### src/sv/pem_pkg.sv
package pem_pkg;

  // Q0.16 luma weights, they sum to 65536
  localparam logic [15:0] GRAY_WR = 16'd19595;
  localparam logic [15:0] GRAY_WG = 16'd38470;
  localparam logic [15:0] GRAY_WB = 16'd7471;

  localparam logic [11:0] WIDTH_RESET  = 12'd640;
  localparam logic [15:0] HEIGHT_RESET = 16'd480;

  localparam int unsigned CFG_IDX_W = 2;
  localparam int unsigned CFG_DATA_W = 16;

  typedef enum logic [CFG_IDX_W-1:0] {
    REG_IMAGE_WIDTH  = 2'd0,
    REG_IMAGE_HEIGHT = 2'd1
  } cfg_reg_t;

  // |gx|, |gy| <= 765
  localparam int unsigned GRAD_W = 10;
  localparam int unsigned SQ_W = 2 * GRAD_W;
  localparam int unsigned SUMSQ_W = SQ_W + 1;
  // sqrt runs on 16 bits only; anything at or above 2^16 saturates
  localparam int unsigned ROOT_IN_W = 16;
  localparam int unsigned ROOT_W = ROOT_IN_W + 1;
  localparam int unsigned ROOT_STEPS = ROOT_IN_W / 2;
  localparam int unsigned STEP_W = $clog2(ROOT_STEPS);
  localparam logic [7:0] EDGE_MAX = 8'd255;

  localparam int unsigned QUEUE_DEPTH = 2;
  localparam int unsigned QPTR_W = $clog2(QUEUE_DEPTH);
  localparam int unsigned QCNT_W = $clog2(QUEUE_DEPTH + 1);

  typedef struct packed {
    logic [GRAD_W-1:0] abs_gx;
    logic [GRAD_W-1:0] abs_gy;
    logic              row_end;
    logic              frame_end;
  } grad_t;

  typedef struct packed {
    logic  valid;
    grad_t data;
  } grad_xfer_t;

  typedef enum logic [1:0] {
    F_IDLE,
    F_GRAY,
    F_SUM
  } front_state_t;

  typedef enum logic [2:0] {
    B_IDLE,
    B_SQUARE,
    B_SUM,
    B_ROOT,
    B_OUT
  } back_state_t;

endpackage

### src/sv/pem_back.sv
module pem_back import pem_pkg::*; (
  input  logic       clk,
  input  logic       rst,
  input  grad_xfer_t head,
  output logic       pop,
  output logic       out_valid,
  input  logic       out_ready,
  output logic [7:0] edge_level,
  output logic       row_end,
  output logic       frame_end
);

  back_state_t state, state_next;

  logic [GRAD_W-1:0]  ax, ay;
  logic [SQ_W-1:0]    sq_x, sq_y;
  logic [SUMSQ_W-1:0] sum_sq;
  logic               sat;
  logic [ROOT_W-1:0]  rem, root, bitv;
  logic [ROOT_W-1:0]  trial, root_next;
  logic               take;
  logic [STEP_W-1:0]  step;
  logic               last_step;

  assign sum_sq    = SUMSQ_W'(sq_x) + SUMSQ_W'(sq_y);
  assign trial     = root + bitv;
  assign take      = (rem >= trial);
  assign root_next = take ? ((root >> 1) + bitv) : (root >> 1);
  assign last_step = (step == STEP_W'(ROOT_STEPS - 1));

  always_ff @(posedge clk) begin
    if (rst) begin
      state <= B_IDLE;
    end else begin
      state <= state_next;
    end
  end

  always_comb begin
    state_next = state;
    pop        = 1'b0;
    out_valid  = 1'b0;
    unique case (state)
      B_IDLE: begin
        if (head.valid) begin
          pop        = 1'b1;
          state_next = B_SQUARE;
        end
      end
      B_SQUARE: begin
        state_next = B_SUM;
      end
      B_SUM: begin
        state_next = B_ROOT;
      end
      B_ROOT: begin
        if (last_step) begin
          state_next = B_OUT;
        end
      end
      B_OUT: begin
        out_valid = 1'b1;
        if (out_ready) begin
          state_next = B_IDLE;
        end
      end
      default: begin
        state_next = B_IDLE;
      end
    endcase
  end

  always_ff @(posedge clk) begin
    unique case (state)
      B_IDLE: begin
        ax        <= head.data.abs_gx;
        ay        <= head.data.abs_gy;
        row_end   <= head.data.row_end;
        frame_end <= head.data.frame_end;
      end
      B_SQUARE: begin
        sq_x <= ax * ax;
        sq_y <= ay * ay;
      end
      B_SUM: begin
        sat  <= |sum_sq[SUMSQ_W-1:ROOT_IN_W];
        rem  <= ROOT_W'(sum_sq[ROOT_IN_W-1:0]);
        root <= '0;
        bitv <= ROOT_W'(1) << (ROOT_IN_W - 2);
        step <= '0;
      end
      B_ROOT: begin
        // one result bit per cycle, restoring digit-by-digit root
        if (take) begin
          rem <= rem - trial;
        end
        root <= root_next;
        bitv <= bitv >> 2;
        step <= step + STEP_W'(1);
        if (last_step) begin
          edge_level <= sat ? EDGE_MAX : root_next[7:0];
        end
      end
      B_OUT: begin
      end
      default: begin
      end
    endcase
  end

endmodule

### config.mk
export PLATFORM = sky130hd
export DESIGN_NAME = pem_back
export DESIGN_NICKNAME = d
export VERILOG_FILES = /design/src/sv/pem_pkg.sv /design/src/sv/pem_back.sv
export SDC_FILE = /design/constraint.sdc
export NUM_CORES = 1
export LEC_CHECK = 0
export ABC_AREA = 0
export BUFFER_PORTS_ARGS = -buffer_cell sky130_fd_sc_hd__buf_4
export CAP_MARGIN = 10
export CORE_AREA = 5 5 184 230
export CTS_BUF_LIST = sky130_fd_sc_hd__clkbuf_8
export DETAILED_ROUTE_END_ITERATION = 12
export DIE_AREA = 0 0 189 235
export SYNTH_ARGS = -nofsm -noshare
export SYNTH_HDL_FRONTEND = slang
export SYNTH_SLANG_ARGS = --single-unit
### constraint.sdc
create_clock -name clk -period 5.5 [get_ports clk]
set_input_delay 0.275 -clock clk [delete_from_list [all_inputs] [get_ports clk]]
set_output_delay 0.275 -clock clk [all_outputs]
set_load 0.03 [all_outputs]
# Word level (Yosys, flattened, before mapping)
# Index checks and enable logic that the tools add are counted.
# Widths: inputs -> output; s select.
# word_totals
inputBits	26
register_bits	128
# op_classes
magnitude_cmp	1
n_mux	13
eq_ne	9
n_mul	2
addsub	5
reduce_logical	6
# ops
cell	count
$pmux 17 s2	3
$mul 10x10->20	2
$mux 17	2
$add 20x20->21	1
$add 16x17->17	1
$add 17x17->17	1
$ge 17x17->1	1
$sub 17x17->17	1
$pmux 3 s5	1
$mux 3	3
$ne 2x2->1 const B	4
$eq 3x2->1 const B	2
$eq 3x3->1 const B	2
$pmux 3 s2	1
$reduce_or 5->1	1
$reduce_and 2->1	2
$add 3x1->3 const B	1
$eq 3x1->1 const B	1
$logic_not 3->1	1
$mux 1	3
$reduce_and 3->1	1
$reduce_bool 2->1	1

# Logic depth before layout (Yosys ltp)
# depth
word_depth	4
mapped_depth	20

# Worst setup path before layout
# No wires, ideal clock.
# synth_path
path_type	register to register
from	reg ax[0]
to	reg sq_x[17] (data pin)
setup_time_ps	258
path_stages_with_launch	19
arrival_time_ps	5158
path_slack_ps	84
required_time_ps	5242
path_buffers	1
cell_sequence	edfxtp_1 > clkbuf_1 > nand2_1 > fa_1 > fa_1 > inv_1 > fa_1 > fa_1 > inv_1 > fa_1 > inv_1 > ha_1 > a21o_1 > a2111oi_4 > a21oi_2 > a221o_1 > a211o_1 > a21oi_2 > xnor2_1
# synth_via
elab_chain_len	1
# synth_rtl
item	line	rtl
from (decl)	pem_back.sv:15	logic [GRAD_W-1:0] ax, ay;
from (signal assigned)	pem_back.sv:76	ax <= head.data.abs_gx;
$mul 10x10->20	pem_back.sv:82	sq_x <= ax * ax;
to (signal assigned)	pem_back.sv:82	
to (decl)	pem_back.sv:16	logic [SQ_W-1:0] sq_x, sq_y;
# Every way passes these cells.
# A chain may end at the register's enable or synchronous reset.

# Worst setup path after layout
# layout_path
from	reg ax[1]
to	reg sq_x[19] (data pin)
# The elaborated chain is that of the path after synthesis.

==> summary.txt <==
Status: complete, no violations
Vias/cell: 4.71
Met1 Resource Use GR: 12.7%
Worst-path cell with the longest stage delay: fa_1
Detail Placement HPWL: 18,900 µm
Final setup margin: 0.174 ns
Fill count: 3,986
Mapped Cells: 1,148
CTS sink count: 117
M3 GR Usage: 1.72%
Setup violations, final: 0
Synthesized flop and latch total: 117
Pre-CTS WS: 0.0120 ns
Total core area: 39,900 µm²
First drt pass iteration count: 5
Final Cell Area: 13,600 µm²
CTS Buf Count: 17
Routability cong.: 0.805
Via count: 8,283
Non-filler cells, final: 1,758
Ys Warns: 0
Top-area cell type share of the netlist area: 29.1%
Register area share after synthesis: 29.6%
Total Routed Length: 23,700 µm
CP Cell Sequence: buf_4 -> nand2_2 -> inv_1 -> fa_1 -> fa_1 -> fa_1 -> fa_1 -> inv_1 -> fa_1 -> inv_1 -> ha_2 -> a21o_1 -> a2111oi_4 -> a21oi_2 -> a221o_1 -> a311oi_2 -> o21bai_1 -> xnor2_1
CP Capture Type: register
CP most frequent cell: fa_1
Port buffer count: 37
DRT antenna net count: 0
# diodes: 0
Cell Area, Synth: 11,800 µm²
Clk pin slew, worst setup/hold paths: 0.09 ns
Pins Over Slew Limit: 0
Reg2Reg Depth: 18
Main synth FF type: edfxtp_1
I/O pins: 38
Synth async-reset ratio: 0%
Worst Hold Class: primary input to register
Share of layout cells above drive strength 1: 11.4%
Global-route wire length before repair: 41,000 µm
Row Count: 82
GRT Total Usage: 11.0%
Layout area overhead: 15.3%
Initial core utilization: 29.5%
DIE AREA: 44,400 µm²
Mean Syn Cell Area: 10.3 µm²
Initial antenna violation count: 0
Crit path launch type: register
Req. time, crit path: 5.68 ns
Setup Skew: 0.0217 ns
TritonCTS clock tree: yes
Drt initial violations: 347
Area contributors post-synth: edfxtp_1, fa_1, ha_1, inv_1, xnor2_1
Multi-input logic area: 7680 µm²
Crit path arrival time: 5.50 ns
Crit share post-route: 96.8%
Crit-path max cell delay: 0.56 ns
Clk buf depth: 2
Largest net degree at the start of global routing: 40
Total gr overflow: 0
Final critical-path required period: 5.33 ns
Nets@finish: 1,512
F_max: 188 MHz
GR peak layer: met2
Cells after DPL: 1,681
Area leader, netlist: edfxtp_1
DR DRC count: 0
CP Max Fanout: 4
Hold Path Cell Cnt: 4
Slew HR: 61.0%
Die Span Y: 235 µm
Synth Net Count: 1,419
Worst slew pin tran: 0.584 ns
GR Util met2: 21.1%
Max-cap violations: 0
Setup CP Type: register to register
EDFF count, synth: 114
CTS H-tree lvls: 4
Die width: 189 µm
Root Buffer: clkbuf_8
Placed cell area: 12,700 µm²
Final Hold Vio Count: 0
R2r setup slk: 0.17 ns
Worst-skew pair later-pin latency: 0.45 ns
Routed len/inst: 13.5 µm
Unrepaired setup endpoints after global routing: true
Flip-flop and latch area: 3480 µm²
Post-synth cell types: 60
Vias in the first global route: 8,745
-- cell usage in the layout, fill, tap and decap left out, types with 14 or more instances in the layout --
cell type	count
ha_1	147
fa_1	94
nor2b_1	21
nor2_1	52
a21o_1	23
xnor2_1	48
buf_4	83
nand2b_1	15
inv_1	139
and2_1	61
nand2_1	74
nor3_1	14
clkbuf_8	17
and3_1	15
o21ai_0	49
dlygate4sd3_1	23
a21oi_1	52
xor2_1	32
a31oi_1	15
edfxtp_1	114
-- synth_stat cells, types with 2 or more instances --
master	instances
a21oi_1	52
dfxtp_1	3
nand2b_1	15
o21a_1	12
or2_2	2
a21oi_2	2
o211ai_2	2
o31ai_1	7
clkbuf_1	30
a211o_1	4
buf_6	2
o21bai_1	10
or3_1	10
nand3b_1	4
edfxtp_1	114
ha_1	150
nor4_1	5
nor2b_1	21
a221oi_1	2
o21ai_0	49
nor3_1	15
fa_1	95
nand2_1	77
xor2_1	32
inv_1	137
o211ai_1	2
a21o_1	23
a21boi_0	4
and2_1	64
o31a_1	3
and3_1	15
nand4_1	11
a211oi_1	11
a311oi_1	2
mux2_2	2
a2111oi_0	2
and4_1	2
mux2i_1	10
a31o_2	5
xnor2_1	48
nor4b_1	3
nor2_1	52
a31oi_1	15
nand3_1	6
-- sequential cells by signal (all words and copies together), names as in the netlist --
name	flops
ax	10
ay	10
bitv	8
edge_level	8
frame_end	1
rem	17
root	17
row_end	1
sat	1
sq_x	19
sq_y	19
state	3
step	3
-- path summary, 6_finish.rpt --
path | startpoint | endpoint
max reg2reg | ax[1]$_DFFE_PP_ | sq_x[19]$_DFFE_PP_
max | ax[1]$_DFFE_PP_ | sq_x[19]$_DFFE_PP_
min | out_ready | state[2]$_SDFFE_PP0P_
min reg2reg | step[0]$_SDFFCE_PN0P_ | step[0]$_SDFFCE_PN0P_
-- through the flow --
stage	utilization, %	hold WS [ns]	TNS, ns
3_3_place_gp	31.9	0.454	0
3_5_place_dp	31.9	0.455	0
5_1_grt	34.0	0.227	-0.0406
6_report	34.0	0.241	0
2_1_floorplan	-	0.352	0
4_1_cts	33.4	0.212	0
-- cell type report --
class,count,area share (%)
clock buffer,17,1.72
clock inverter,15,1.03
inverter,138,3.82
multi-input combinational,859,56.6
sequential,117,25.7
tap,504,4.65
timing repair buffer,108,6.46
-- critical path: cells and delay by family (launching register included) --
kind                     cells  cell delay, ns
AO/OA/AOI/OAI                6            1.29
adder cells (fa/ha/maj)      6            2.77
flip-flops                   1            0.45
XOR/XNOR                     1            0.14
AND/OR/NAND/NOR              1            0.07
buffers and inverters        4            0.33
-- cells by family after synthesis --
kind of cell / count (synthesis) / share of synthesized area (%)
DFF: 117 / 29.6
buffers and inverters: 172 / 5.64
AOI/OAI and AO/OA: 215 / 12.1
xor gates and xnor gates: 80 / 5.95
and+or+nand+nor: 307 / 13.6
muxes: 12 / 1.04
adders and majority gates: 245 / 32.1
-- routing by layer --
layer,part of all wire [%],vias to the layer above,wire (µm)
li1,-,4166,-
met1,42,4023,9980
met2,55,70,12900
met3,1.9,24,452
met4,1.5,0,348
met5,0,-,0
-- repair_timing --
action	in CTS	in global routing
endpoints found under the hold margin	25	0
endpoints found under the setup margin	2	4
gates resized for setup	0	14
pin swaps	0	19
setup buffers	1	21
hold buffers	23	0
Power is not shown: default switching activity piles up to over one toggle a cycle in this logic, so the estimate is an artifact.
