[config.mk]
export PLATFORM = sky130hd
export DESIGN_NAME = pem_queue
export DESIGN_NICKNAME = d
export VERILOG_FILES = /design/src/sv/pem_pkg.sv /design/src/sv/pem_queue.sv
export SDC_FILE = /design/constraint.sdc
export NUM_CORES = 1
export LEC_CHECK = 0
export BUFFER_PORTS_ARGS = -buffer_cell sky130_fd_sc_hd__buf_2
export CAP_MARGIN = 20
export CORE_MARGIN = 2
export CORE_UTILIZATION = 54
export DETAILED_ROUTE_END_ITERATION = 8
export HOLD_SLACK_MARGIN = 0.02
export MAX_ROUTING_LAYER = met4
export PLACE_DENSITY = 0.91
export SYNTH_ARGS = -nofsm -noshare
export SYNTH_HDL_FRONTEND = slang
export SYNTH_SLANG_ARGS = --single-unit
[constraint.sdc]
create_clock -name clk -period 2.95 [get_ports clk]
set_clock_uncertainty 0.1 [all_clocks]
set_input_delay 0.59 -clock clk [delete_from_list [all_inputs] [get_ports clk]]
set_output_delay 0.59 -clock clk [all_outputs]
set_load 0.01 [all_outputs]
[src/sv/pem_pkg.sv]
package pem_pkg;

  // Q0.16 luma weights, they sum to 65536
  localparam logic [15:0] GRAY_WR = 16'd19595;
  localparam logic [15:0] GRAY_WG = 16'd38470;
  localparam logic [15:0] GRAY_WB = 16'd7471;

  localparam logic [11:0] WIDTH_RESET  = 12'd640;
  localparam logic [15:0] HEIGHT_RESET = 16'd480;

  localparam int unsigned CFG_IDX_W = 2;
  localparam int unsigned CFG_DATA_W = 16;

  typedef enum logic [CFG_IDX_W-1:0] {
    REG_IMAGE_WIDTH  = 2'd0,
    REG_IMAGE_HEIGHT = 2'd1
  } cfg_reg_t;

  // |gx|, |gy| <= 765
  localparam int unsigned GRAD_W = 10;
  localparam int unsigned SQ_W = 2 * GRAD_W;
  localparam int unsigned SUMSQ_W = SQ_W + 1;
  // sqrt runs on 16 bits only; anything at or above 2^16 saturates
  localparam int unsigned ROOT_IN_W = 16;
  localparam int unsigned ROOT_W = ROOT_IN_W + 1;
  localparam int unsigned ROOT_STEPS = ROOT_IN_W / 2;
  localparam int unsigned STEP_W = $clog2(ROOT_STEPS);
  localparam logic [7:0] EDGE_MAX = 8'd255;

  localparam int unsigned QUEUE_DEPTH = 2;
  localparam int unsigned QPTR_W = $clog2(QUEUE_DEPTH);
  localparam int unsigned QCNT_W = $clog2(QUEUE_DEPTH + 1);

  typedef struct packed {
    logic [GRAD_W-1:0] abs_gx;
    logic [GRAD_W-1:0] abs_gy;
    logic              row_end;
    logic              frame_end;
  } grad_t;

  typedef struct packed {
    logic  valid;
    grad_t data;
  } grad_xfer_t;

  typedef enum logic [1:0] {
    F_IDLE,
    F_GRAY,
    F_SUM
  } front_state_t;

  typedef enum logic [2:0] {
    B_IDLE,
    B_SQUARE,
    B_SUM,
    B_ROOT,
    B_OUT
  } back_state_t;

endpackage

[src/sv/pem_queue.sv]
module pem_queue import pem_pkg::*; (
  input  logic       clk,
  input  logic       rst,
  input  grad_xfer_t push,
  output logic       full,
  output grad_xfer_t head,
  input  logic       pop
);

  grad_t             entries [QUEUE_DEPTH];
  logic [QPTR_W-1:0] wr_ptr, rd_ptr;
  logic [QCNT_W-1:0] count;

  assign full       = (count == QCNT_W'(QUEUE_DEPTH));
  assign head.valid = (count != '0);
  assign head.data  = entries[rd_ptr];

  always_ff @(posedge clk) begin
    if (rst) begin
      wr_ptr <= '0;
      rd_ptr <= '0;
      count  <= '0;
    end else begin
      if (push.valid) begin
        wr_ptr <= (wr_ptr == QPTR_W'(QUEUE_DEPTH - 1)) ? '0 : wr_ptr + QPTR_W'(1);
      end
      if (pop) begin
        rd_ptr <= (rd_ptr == QPTR_W'(QUEUE_DEPTH - 1)) ? '0 : rd_ptr + QPTR_W'(1);
      end
      priority if (push.valid && !pop) begin
        count <= count + QCNT_W'(1);
      end else if (pop && !push.valid) begin
        count <= count - QCNT_W'(1);
      end
    end
  end

  always_ff @(posedge clk) begin
    if (push.valid) begin
      entries[wr_ptr] <= push.data;
    end
  end

endmodule

# After elaboration in Yosys (flattened, before gate mapping)
# Memory sizes are Yosys's and may differ from the RTL's. A register that Yosys moved wholly into a read port is not among the register bits.
# Index checks and enable logic that the tools add are counted.
totals:
  regBits: 4
  ram_bits: 44
  output_inout_bits: 24
  wordCells: 23
  memories: 1
op_classes:
  addsub: 4
  n_eq_ne: 1
  muxes: 8
  reduce_logical: 6
memory_table:
  columns: ["name", "words", "width", "read_ports", "rd_ports_with_merged_regs", "write_ports", "line", "source"]
  rows:
  - ["entries", 2, 22, 1, 1, 1, "pem_queue.sv:10", "grad_t entries [QUEUE_DEPTH];"]
op_table:
  columns: ["operator", "n"]
  rows:
  - ["1-bit two-way mux", 6]
  - ["2-bit two-way mux", 2]
  - ["2-bit nonzero test", 2]
  - ["1-bit adder (second input constant)", 2]
  - ["2-bit by 1-bit adder with 2-bit output (second input constant)", 1]
  - ["2-bit equality test (second input constant)", 1]
  - ["1-bit logical AND", 2]
  - ["1-bit logical NOT", 2]
  - ["2-bit by 1-bit subtractor with 2-bit output (second input constant)", 1]

# Longest topological paths before layout
# Gate-level depths: netlist of run 1.
depth:
  depth_word: 4
  ltp_mapped: 5
  depth_no_buf: 5

# Worst setup path after synthesis of run 1
# Ideal clock, no wire load.
synth_path:
  path_type: "in2reg"
  start: "in push[22] (netlist bit)"
  end: "mem entries[0][0] (netlist bit), enable pin"
  setup_ns: 0.403
  arrival_time_ns: 1.610
  setup_slack_ns: 0.836
  stages: 1
  path_buffers: 0
  cell_sequence: "nor2b_1"
synth_between:
  elab_chain_len: 2
synth_lines:
  columns: ["element", "line", "source"]
  rows:
  - ["from (decl)", "pem_queue.sv:4", "input grad_xfer_t push,"]
  - ["1-bit two-way mux", "pem_queue.sv:39", "if (push.valid) begin"]
  - ["1-bit two-way mux (implied by the code)", "pem_queue.sv:40", "entries[wr_ptr] <= push.data;"]
  - ["to (decl)", "pem_queue.sv:10", null]
# Every way passes these cells.

==> results of run 1 <==
## synthesized netlist by cell type (all sizes together)
cell,instances
or2,1
a21oi,1
xnor2,2
ha,1
or3,1
nor2b,1
mux2,22
and2b,1
buf,2
nor2,4
edfxtp,44
o21ai,1
dfxtp,5
inv,1
xor2,2
and2,1
## cell families (layout without fill, tap and decap cells)
logic type,after synthesis,after routing,synth area share
xor+xnor,4,4,0.0196
mux,22,22,0.138
simple gates,9,9,0.0273
buf+inv,3,61,0.00769
compound gates,2,2,0.00559
fa+ha+maj,1,1,0.00699
flops,49,49,0.794
## critical path: cells and delay by family, from the launching register on
kind                   cells  cell delay (ps)
DFF                        1              320
buffers and inverters      2              420
muxes                      1              390
## power by group through the flow
stage               Combinational [W]  Sequential, W  Clock, W
floorplan                    0.000104       0.000832         0
global placement             0.000173       0.000833         0
detailed placement           0.000179       0.000836         0
CTS                          0.000180       0.000820  0.000377
global route                 0.000193       0.000824  0.000402
finish                       0.000177       0.000820  0.000364
## per-layer routing
layer	global-route usage	share of wire	wire length, µm
met3	0.0609	0.063	175
met1	0.190	0.40	1110
met5	-	0	0
met4	0.0547	0.013	36
met2	0.281	0.53	1470
## layout make-up
type	count	area (µm²)
repair buffers	52	268
multi-input cells	38	357
fillers	227	923
well taps	44	55.1
inverters	1	3.75
clock inverters	2	33.8
flip-flops and latches	49	1420
clock buffers	6	41.3
## flip-flops by register name, indices dropped and copies added, names as in the netlist, named ones only
signal   flops
rd_ptr       1
wr_ptr       1
count        2
entries     44
## through the flow
step                cell area (µm²)  std cells   util
floorplan                      1790         90      -
global placement               2100        184  0.678
CTS                            2180        192  0.702
finish                         2180        192  0.702
global route                   2180        192  0.702
detailed placement             2100        184  0.678
## path summary, 6_finish.rpt
check	to	slack, ps	cells after the start
hold / removal	entries[1][4]	320	1
setup / recovery	head[21]	800	3
setup reg to reg	entries[1][15]	1710	2
hold reg to reg	count[1]	420	2
==> results summary, run 1 <==
The number of clock sinks seen by CTS came out at 49. The min-delay analysis places its worst path in the category primary input to register. The number of rows in the core area is 20. The layout overhead on the synthesized area is 21.8%.

The wire length of the first global-routing pass is approximately 4.3 mm. For the worst-skew pair, the clock arrives at the later sink with an insertion delay of roughly 340 ps. The number of top-level pins is 50. The number of instances in the synthesized netlist came out at 90.

The most frequent standard cell in the layout excluding fill and tap cells is sky130_fd_sc_hd__buf_2. At the worst endpoint, the required time is 2260 ps. Data on the critical path arrives at its endpoint at between 1000 and 1500 ps. The clock network power share came out at 0.268. The worst path meets setup with between 700 and 800 ps of slack. The hold violation total from the final report came to 0. The post-detailed-placement half-perimeter wirelength came out at ~2.0 mm. The area of the core region is between 3000 and 4000 µm². Yosys attributes the largest share of cell area to sky130_fd_sc_hd__edfxtp_1 (74%), sky130_fd_sc_hd__mux2_2 (14%), sky130_fd_sc_hd__dfxtp_1 (5.6%), sky130_fd_sc_hd__xnor2_1 (0.98%), sky130_fd_sc_hd__xor2_1 (0.98%). The leakage power is 0.843 nW. The cell area that synthesis handed to floorplanning was 1790 µm².

Dividing the detail-routed wire length by the instance count gives ~15 µm. The number of nets still failing antenna checks after routing is 0. In this run, the number of DRC markers left after iteration 0 of detailed routing was 37.

The number of setup violations in the final report is 0. The starting density of the core came out at 0.577. The area share of the largest cell type after synthesis is 0.738. In the finished design, the share of the clock period the worst path needs comes to 0.730. Walking the worst path, the cells encountered are buf_4 -> mux2_2 -> buf_2. The number of synthesized register bits is 49.

The worst setup path is launched from a register. The H-tree was split into 2 levels. The slowest stage of the critical path is the sky130_fd_sc_hd__mux2_2 cell.

The critical path start-end classification is register to primary output. The library cells used most frequently in the layout, excluding fill and tap cells, are sky130_fd_sc_hd__buf_2 (49), sky130_fd_sc_hd__edfxtp_1 (44), sky130_fd_sc_hd__mux2_2 (22). Setup repair after global routing left no endpoint under its margin.

OpenSTA, run right after detailed placement, puts the worst setup slack at ~1200 ps. The repair_antennas step left the layout with diodes totalling 0. The number of clock buffers inserted by TritonCTS is 5.

Counting I/O delays and the setup requirement, the final critical path takes around 2200 ps. The switching component of the power is ~0.00029 W. The cell sitting at the root of the clock tree is a sky130_fd_sc_hd__clkbuf_4. The clock transition at the register clock pins on the worst setup and hold paths after CTS is 130 ps. The maximum number of pins on one net before global-route repair is 23.

The largest stage delay on the critical path is 390 ps. The die covers around 3800 µm². In this run, post-CTS hold repair placed 0 buffers. The mean area per synthesized cell is just under 20 µm².

Headroom to the max-slew limit came out at 0.798. The final number of max-transition violations came out at 0. The number of warnings reported in the yosys synthesis log came out at 0. The run finished with clean final reports. The count of nets after finishing came out at around 170. The slew at the pin closest to its max-slew limit is 303 ps. Across the run, the number of max-cap violations was 0. The height of the chip came out at 61.6 µm. After clock tree synthesis, the setup repair step added 0 buffers. The width of the chip came out at 61.6 µm. The residual overflow from global routing is 0. The share of power burned in combinational logic came out at 0.130. The number of vias per cell came out at roughly 4.9. sky130_fd_sc_hd__edfxtp_1 takes more of the synthesized area than any other cell. The total DRC errors in the routed layout came out at 0.

The TritonCTS clock tree is done. Across all layers, the routed design uses around 940 vias. Summed over all layers, the routed wires come to 2.80 mm. The smallest hold slack came out at ~320 ps.

The internal power component came out at 0.00107 W. The power per standard cell area came out at ~620 nW/µm². The highest clock rate came out at 0.464 GHz. The buffer levels on the longest clock path came out at 2. The total routing usage reported by global routing came out at 0.169. The top fanout value on the critical path is 22. The via count of the first global-routing pass came out at 937. Routability-driven placement finished with a final weighted congestion of ~0.63. The count of port buffers added during placement is 49. Counting distinct cell types in the post-synthesis netlist gives 16. The share of power burned in registers came out at 0.602. When the netlist entered floorplanning its net count stood at around 120. In this run the most critical hold path is launched from push[4]. The share of the yosys chip area belonging to registers is 0.794. In this run the critical register-to-register path is launched from wr_ptr. The number of gates resized after CTS is 0. The total negative slack is 0 ps. The worst-case IR drop observed on VDD is roughly 0.46 mV. Total power for the finished layout comes to around 0.0014 W.

The initial antenna violation count is 0. The worst setup path is captured at a primary output. Of the total power, the share spent switching nets is 0.214.

The number of detailed-routing iterations run before antenna repair is 2. In the final layout, the share of cells above drive strength 1 is 0.561.
Power figures use the tool's default switching activity.
==> inputs of run 2 (changes only) <==
CORE_UTILIZATION = 45   (was 54)
PLACE_DENSITY = 0.82   (was 0.91)
clock period = 1.96 ns   (was 2.95 ns; I/O delays follow)
==> results summary, run 2 (synthesized netlist as in run 1, its figures left out) <==
The height of the chip came out at 67.1 µm (+8.9%). The max capacitance violation total is 0 (unchanged). The largest register by flop count is entries.

Setup repair after global routing left no endpoint under its margin. The number of clock buffers inserted by TritonCTS came out at 5 (unchanged). The power per standard cell area is 934 nW/µm² (+50%). The top fanout value on the critical path came out at 22 (unchanged). The hold violation total from the final report is 0 (unchanged). The final period demand of the worst path came out at approximately 1800 ps. The starting density of the core is 0.478 (-0.0987). The maximum vdd ir drop is 0.640 mV (+39%). The number of clock sinks seen by CTS came out at 49 (unchanged). The final number of max-transition violations came out at 0 (unchanged).

The slew at the pin closest to its max-slew limit is 331 ps (+28.6 ps). The count of port buffers added during placement is 49 (unchanged). Leaving out fill and tap cells, the most frequent cells in the layout are sky130_fd_sc_hd__buf_2 (49), sky130_fd_sc_hd__edfxtp_1 (44), sky130_fd_sc_hd__mux2_2 (22). The worst setup path is launched from a register.

The fraction of layout instances using a drive strength above 1 was 0.577 (+0.0164). The routed wirelength normalized by instance count came out at 14.8 µm (+1.4%). The leakage power came to 0.863 nW (+2.4%). The total DRC errors in the routed layout came out at 0 (unchanged). The routed wire length is 2.91 mm (+4.0%). The maximum level of the CTS H-tree came out at 2 (unchanged). The worst hold path belongs to the class primary input to register.

The number of gates resized after CTS came out at 0 (unchanged). The number of vias per cell came out at 4.90 (+0.37%). The via count of the first global-routing pass came out at 973 (+3.8%). The worst setup slack for register-to-register paths is 640 ps (-1070 ps). The filler cell count in the final layout came out at 310 (+37%).

The data required time of the critical path is 1470 ps (-790 ps). The endpoint arrival time on the critical path came to 1330 ps (-130 ps). The number of nets still failing antenna checks after routing came out at 0 (unchanged). The count of nets after finishing came out at 175 (+0.57%). The antenna diode count is 0 (unchanged). The storage element area came to 1420 µm² (unchanged). The normalized max-slew margin is 0.779 (-0.0191). The total negative slack came out at 0 ps (unchanged). The post-placement cell area came out at 2140 µm² (+1.8%). The clock insertion delay at the later pin of the skew report is 290 ps (-50 ps).

The number of top-level pins came out at 50 (unchanged). The worst setup path is captured at a primary output. The maximum number of pins on one net before global-route repair came out at 23 (unchanged). The number of flip-flops in the largest register is 44 (unchanged). In the finished design, the share of the clock period the worst path needs comes to 0.929.

The number of detailed-routing iterations run before antenna repair was 2 (unchanged). The number of DRC markers after the initial detailed-route iteration came out at 37 (unchanged). The area of the die is 4500 µm² (+19%).

The initial antenna violation count is 0 (unchanged). The cell at the slowest stage of the critical path is sky130_fd_sc_hd__dfxtp_1. TritonCTS built the clock tree.

The residual overflow from global routing is 0 (unchanged). The number of rows in the core area was 22 (+10%). The width of the chip came out at 67.1 µm (+8.9%).

The flow ran to the end, and the final reports show no timing, DRC or antenna violations. The hold buffer count at cts is 0 (unchanged). The number of buffers added for setup after CTS was 0 (unchanged). The area taken by multi-input logic gates came out at 357 µm² (unchanged). The signal on the critical path passes through buf_12 -> mux2_2 -> buf_2. The highest clock rate came out at ~0.55 GHz. The wire length of the first global-routing pass came out at 4.46 mm (+4.9%).

The number of setup violations in the final report is 0 (unchanged). The area of the core region is 3740 µm² (+21%). The final standard cell area without fillers came out at 2230 µm² (+2.5%). The largest registers in the layout are entries: 44 flops, count: 2 flops.

CTS placed an instance of sky130_fd_sc_hd__clkbuf_8 at the clock tree root. The largest stage delay on the critical path came out at 360 ps (-30 ps). The layout overhead on the synthesized area is 24.8%. The total routing usage reported by global routing is 0.145 (-0.0243).

The post-detailed-placement half-perimeter wirelength came to 2.09 mm (+5.9%). The final weighted congestion of routability-driven global placement came to 0.691 (+9.8%). The critical path is of the register to primary output type.

The buffer levels on the longest clock path came to 2 (unchanged). The via total after detailed routing is 966 (+3.0%). The clock transition at the register clock pins on the worst setup and hold paths after CTS was 90 ps (-40 ps). Leaving out fill and tap cells, the most frequent cell in the layout is sky130_fd_sc_hd__buf_2.
run 2: power by group:
group	internal [W]	total [W]	switching (W)	leakage, nW
Combinational	0.000142	0.000279	0.000137	0.360
Clock	0.000253	0.000572	0.000319	0.0481
Sequential	0.00121	0.00124	0.0000230	0.455
run 2: stage by stage:
step                cells  setup slack (ps)  hold slack, ps  power (W)  utilization
floorplan              90              44.2             356    0.00141            -
detailed placement    189               436             415    0.00154        0.572
global route          197              93.6             167    0.00218        0.597
finish                197               138             179    0.00209        0.597
CTS                   197               122             174    0.00210        0.597
global placement      189               470             371    0.00152        0.572
run 2: path summary, 6_finish.rpt:
| check | from | endpoint | depth (start not counted) |
|---|---|---|---|
| worst min register to register | count[1] | count[1] | 2 |
| worst min-delay path | push[1] | entries[1][1] | 1 |
| worst max register to register | wr_ptr | entries[1][13] | 2 |
| worst max-delay path | register | head[21] | 3 |
run 2: final cells by class:
class / instances / share of cell area
flip-flops and latches: 49 / 0.636
multi-input cells: 38 / 0.160
repair buffers: 53 / 0.134
clock buffers: 5 / 0.0308
well taps: 48 / 0.0269
clock inverters: 3 / 0.0101
inverters: 1 / 0.00168
run 2: worst max-delay path, delay by kind of cell (launching register included):
kind                   cells  cell delay (ps)
buffers and inverters      2              320
flip-flops                 1              360
multiplexers               1              350
run 2: routing by layer:
layer / vias up / global-route usage / share of wire
li1: 457 / - / -
met5: - / - / 0
met3: 4 / 0.0338 / 0.050
met2: 27 / 0.252 / 0.55
met4: 0 / 0.0536 / 0.0079
met1: 478 / 0.162 / 0.39
==> inputs of run 3 (changes only) <==
ABC_AREA = 1   (was not set)
CORE_UTILIZATION = 46   (was 45)
PLACE_DENSITY = 0.83   (was 0.82)
==> results summary, run 3 <==
The run finished with clean final reports. The most area-hungry cell type in the Yosys netlist is sky130_fd_sc_hd__edfxtp_1. The fraction of the core area covered by cells at the end of the flow came to 0.604 (+0.00702). The maximum level of the CTS H-tree is 2 (unchanged). The switching power share of the total is 0.205 (-0.0244). The path class of the tightest hold or removal check is primary input to register. The number of instances in the synthesized netlist came out at 101 (+12%). The maximum vdd ir drop is 0.585 mV (-8.5%). The number of vias per cell was 4.80 (-2.0%). The hold buffer count at cts is 0 (unchanged). Leaving out fill and tap cells, the most frequent cell in the layout is sky130_fd_sc_hd__buf_2. The antenna diode count came to 0 (unchanged). The power per standard cell area is 949 nW/µm² (+1.6%). The routed wirelength normalized by instance count came out at 14.2 µm (-3.9%). The post-detailed-placement half-perimeter wirelength was 2.18 mm (+4.7%). The number of nets still failing antenna checks after routing is 0 (unchanged).

The share of power burned in registers is 0.569 (-0.023). The total negative slack is 0 ps (unchanged). The most used flip-flop cell after synthesis is sky130_fd_sc_hd__edfxtp_1. The slew at the pin closest to its max-slew limit came out at 196 ps (-136 ps). The number of DRC markers after the initial detailed-route iteration is 43 (+16%). The number of clock buffers inserted by TritonCTS was 5 (unchanged). The post-synthesis instance area is 1820 µm² (+1.6%).

The width of the chip came out at 66.9 µm (-0.28%). Relative to the synthesized area, the layout overhead comes to 24.3%. The number of buffers added for setup after CTS is 0 (unchanged). The final number of max-transition violations came out at 0 (unchanged). The number of detailed-routing iterations run before antenna repair came out at 4 (+2). The data required time of the critical path came out at 1470 ps (about the same).

The met2 routing resource usage after global routing came out at 0.268 (+0.0150). The register with the most flip-flops in the final layout is entries. The area share of the largest cell type after synthesis came to 0.727 (-0.0117). The smallest hold slack came out at 187 ps (+7.34 ps).

The maximum number of pins on one net before global-route repair came out at 23 (unchanged). The post-placement cell area is 2150 µm² (+0.53%). The height of the chip is 66.9 µm (-0.28%). The met1 capacity usage during global routing came out at 0.159 (-0.00287).

The share of the yosys chip area belonging to registers came out at 0.782 (-0.0126). The post-synthesis async set-or-reset flop share is 0 (unchanged). The leakage power came out at 0.903 nW (+4.7%). The wire length of the first global-routing pass is 4.59 mm (+2.9%). The clock network power share is 0.311 (+0.037). The count of port buffers added during placement is 49 (unchanged). On the critical path, the stage with the largest delay is an instance of sky130_fd_sc_hd__dfxtp_1. The top cell types in the final layout, fill and taps aside, are sky130_fd_sc_hd__buf_2 (49), sky130_fd_sc_hd__edfxtp_1 (44), sky130_fd_sc_hd__mux2_2 (22).

The area of the core region is 3740 µm² (unchanged). TritonCTS built the clock tree. The number of setup violations in the final report was 0 (unchanged). STA classifies the critical path startpoint as a register.

The met3 routing resource usage after global routing is 0.0541 (+0.0203). The count of nets after finishing is 187 (+6.9%). The storage element area came out at 1420 µm² (unchanged). The clock transition at the register clock pins on the worst setup and hold paths after CTS came out at 80 ps (about the same).

The number of clock sinks seen by CTS is 49 (unchanged). The most crowded layer after global routing is met2. Sorting the synthesized cells by how often they occur yields sky130_fd_sc_hd__edfxtp_1 (44), sky130_fd_sc_hd__mux2_2 (22), sky130_fd_sc_hd__inv_1 (9). In the final layout, the registers with the most flip-flops are entries: 44 flops, count: 2 flops. The total DRC errors in the routed layout is 0 (unchanged).

The number of flip-flops in the largest register is 44 (unchanged). The filler cell count in the final layout is 294 (-5.2%). The total routing usage reported by global routing is 0.153 (+0.00775). The count of distinct cell types in the synthesized netlist came out at 14 (-2). The initial antenna violation count came out at 0 (unchanged). The residual overflow from global routing came out at 0 (unchanged). The normalized max-slew margin is 0.868 (+0.0892).

The number of buffer and inverter instances along the worst setup path came out at 2 (unchanged). The final weighted congestion of routability-driven global placement is 0.663 (-4.0%). The critical path start-end classification is register to primary output. Setup repair after global routing left no endpoint under its margin. The final period demand of the worst path came out at 1820 ps (-5.00 ps).

Ranked by total cell area, the synthesized netlist is headed by sky130_fd_sc_hd__edfxtp_1 (73%), sky130_fd_sc_hd__mux2_2 (14%), sky130_fd_sc_hd__dfxtp_1 (5.5%), sky130_fd_sc_hd__inv_1 (1.9%), sky130_fd_sc_hd__buf_6 (1.2%). The share of the clock period used by the worst path after layout is 0.927 (-0.00255). The number of flops mapped to enable cells by yosys is 44 (unchanged).

The tree is rooted in a sky130_fd_sc_hd__clkbuf_8. The number of warnings reported in the yosys synthesis log is 0 (unchanged). The kind of cell with the highest combined delay along the critical path is flip-flops.

The number of gates resized after CTS came out at 0 (unchanged). The via total after detailed routing came out at 1004 (+3.9%). The internal power component is 0.00171 W (+6.1%). The via count of the first global-routing pass came to 1027 (+5.5%). The number of nets in the synthesized netlist came to 128 (+9.4%). By instance count, the leading cell after synthesis is sky130_fd_sc_hd__edfxtp_1. The category of the worst setup path capture point is a primary output. The top fanout value on the critical path is 22 (unchanged). The starting density of the core came out at 0.486 (+0.00769). The power after layout came out at 0.00215 W (+2.8%). The routed wire length came out at 2.96 mm (+1.9%).

The max capacitance violation total is 0 (unchanged). The final standard cell area without fillers is 2260 µm² (+1.2%). The number of top-level pins is 50 (unchanged). The largest stage delay on the critical path came to 360 ps (about the same).

The share of power burned in combinational logic is 0.120 (-0.014). The clock insertion delay at the later pin of the skew report is 290 ps (about the same). The mean area per synthesized cell was 18.0 µm² (-9.5%).

The number of synthesized register bits came to 49 (unchanged). The endpoint arrival time on the critical path came out at 1320 ps (about the same). The switching component of the power came out at 0.000440 W (-8.1%). The area taken by multi-input logic gates is 343 µm² (-3.9%). The signal on the critical path passes through buf_12 -> mux2_2 -> buf_2. The fraction of layout instances using a drive strength above 1 is 0.516 (-0.0617).

The number of rows in the core area came out at 22 (unchanged). The highest clock rate was 0.550 GHz (+0.28%). The hold violation total from the final report came out at 0 (unchanged).

The buffer levels on the longest clock path came out at 2 (unchanged). The area of the die is 4470 µm² (-0.57%).
-- run 3: worst paths after layout --
path | start | to | slack (ps) | cells past startpoint
setup reg to reg | wr_ptr | entries[1][9] | 860 | 3
hold / removal | push[19] | entries[1][19] | 190 | 1
hold reg to reg | rd_ptr | register | 430 | 2
setup / recovery | register | head[16] | 140 | 3
-- run 3: kinds of logic (layout without fill, tap and decap cells) --
| group | Yosys count | count (layout) | share of synthesized area |
|---|---|---|---|
| compound gates | 2 | 2 | 0.00550 |
| flops | 49 | 49 | 0.782 |
| fa+ha+maj | 1 | 1 | 0.00688 |
| xor+xnor | 1 | 1 | 0.00482 |
| buf+inv | 11 | 71 | 0.0310 |
| simple gates | 15 | 15 | 0.0337 |
| mux | 22 | 22 | 0.136 |
-- run 3: worst reg2reg max path: stages, from the launching register on --
cell	delay [ps]
sky130_fd_sc_hd__dfxtp_1	370
sky130_fd_sc_hd__nand2_1	60
sky130_fd_sc_hd__inv_1	70
sky130_fd_sc_hd__buf_4	210
-- run 3: final cells by class --
cell class	instances	share of cell area
clock buffers	6	0.0321
well taps	48	0.0266
inverters	9	0.0150
flip-flops and latches	49	0.629
multi-input cells	41	0.152
repair buffers	54	0.131
clock inverters	2	0.0150
-- run 3: through the flow --
step	instances	worst slack [ps]
finish	209	143
global placement	201	466
detailed placement	201	452
global route	209	83.1
floorplan	101	95.0
CTS	209	120
-- run 3: power groups by stage --
stage / registers, W / logic (W) / clock network, W
detailed placement: 0.00125 / 0.000261 / 0
global route: 0.00123 / 0.000282 / 0.000726
floorplan: 0.00124 / 0.000150 / 0
global placement: 0.00124 / 0.000250 / 0
finish: 0.00122 / 0.000257 / 0.000668
CTS: 0.00122 / 0.000262 / 0.000686
-- run 3: routing by layer --
metal,up-vias,share of wire
met1,486,0.41
met3,2,0.052
met4,0,0.0040
met2,30,0.53
li1,486,-
met5,-,0
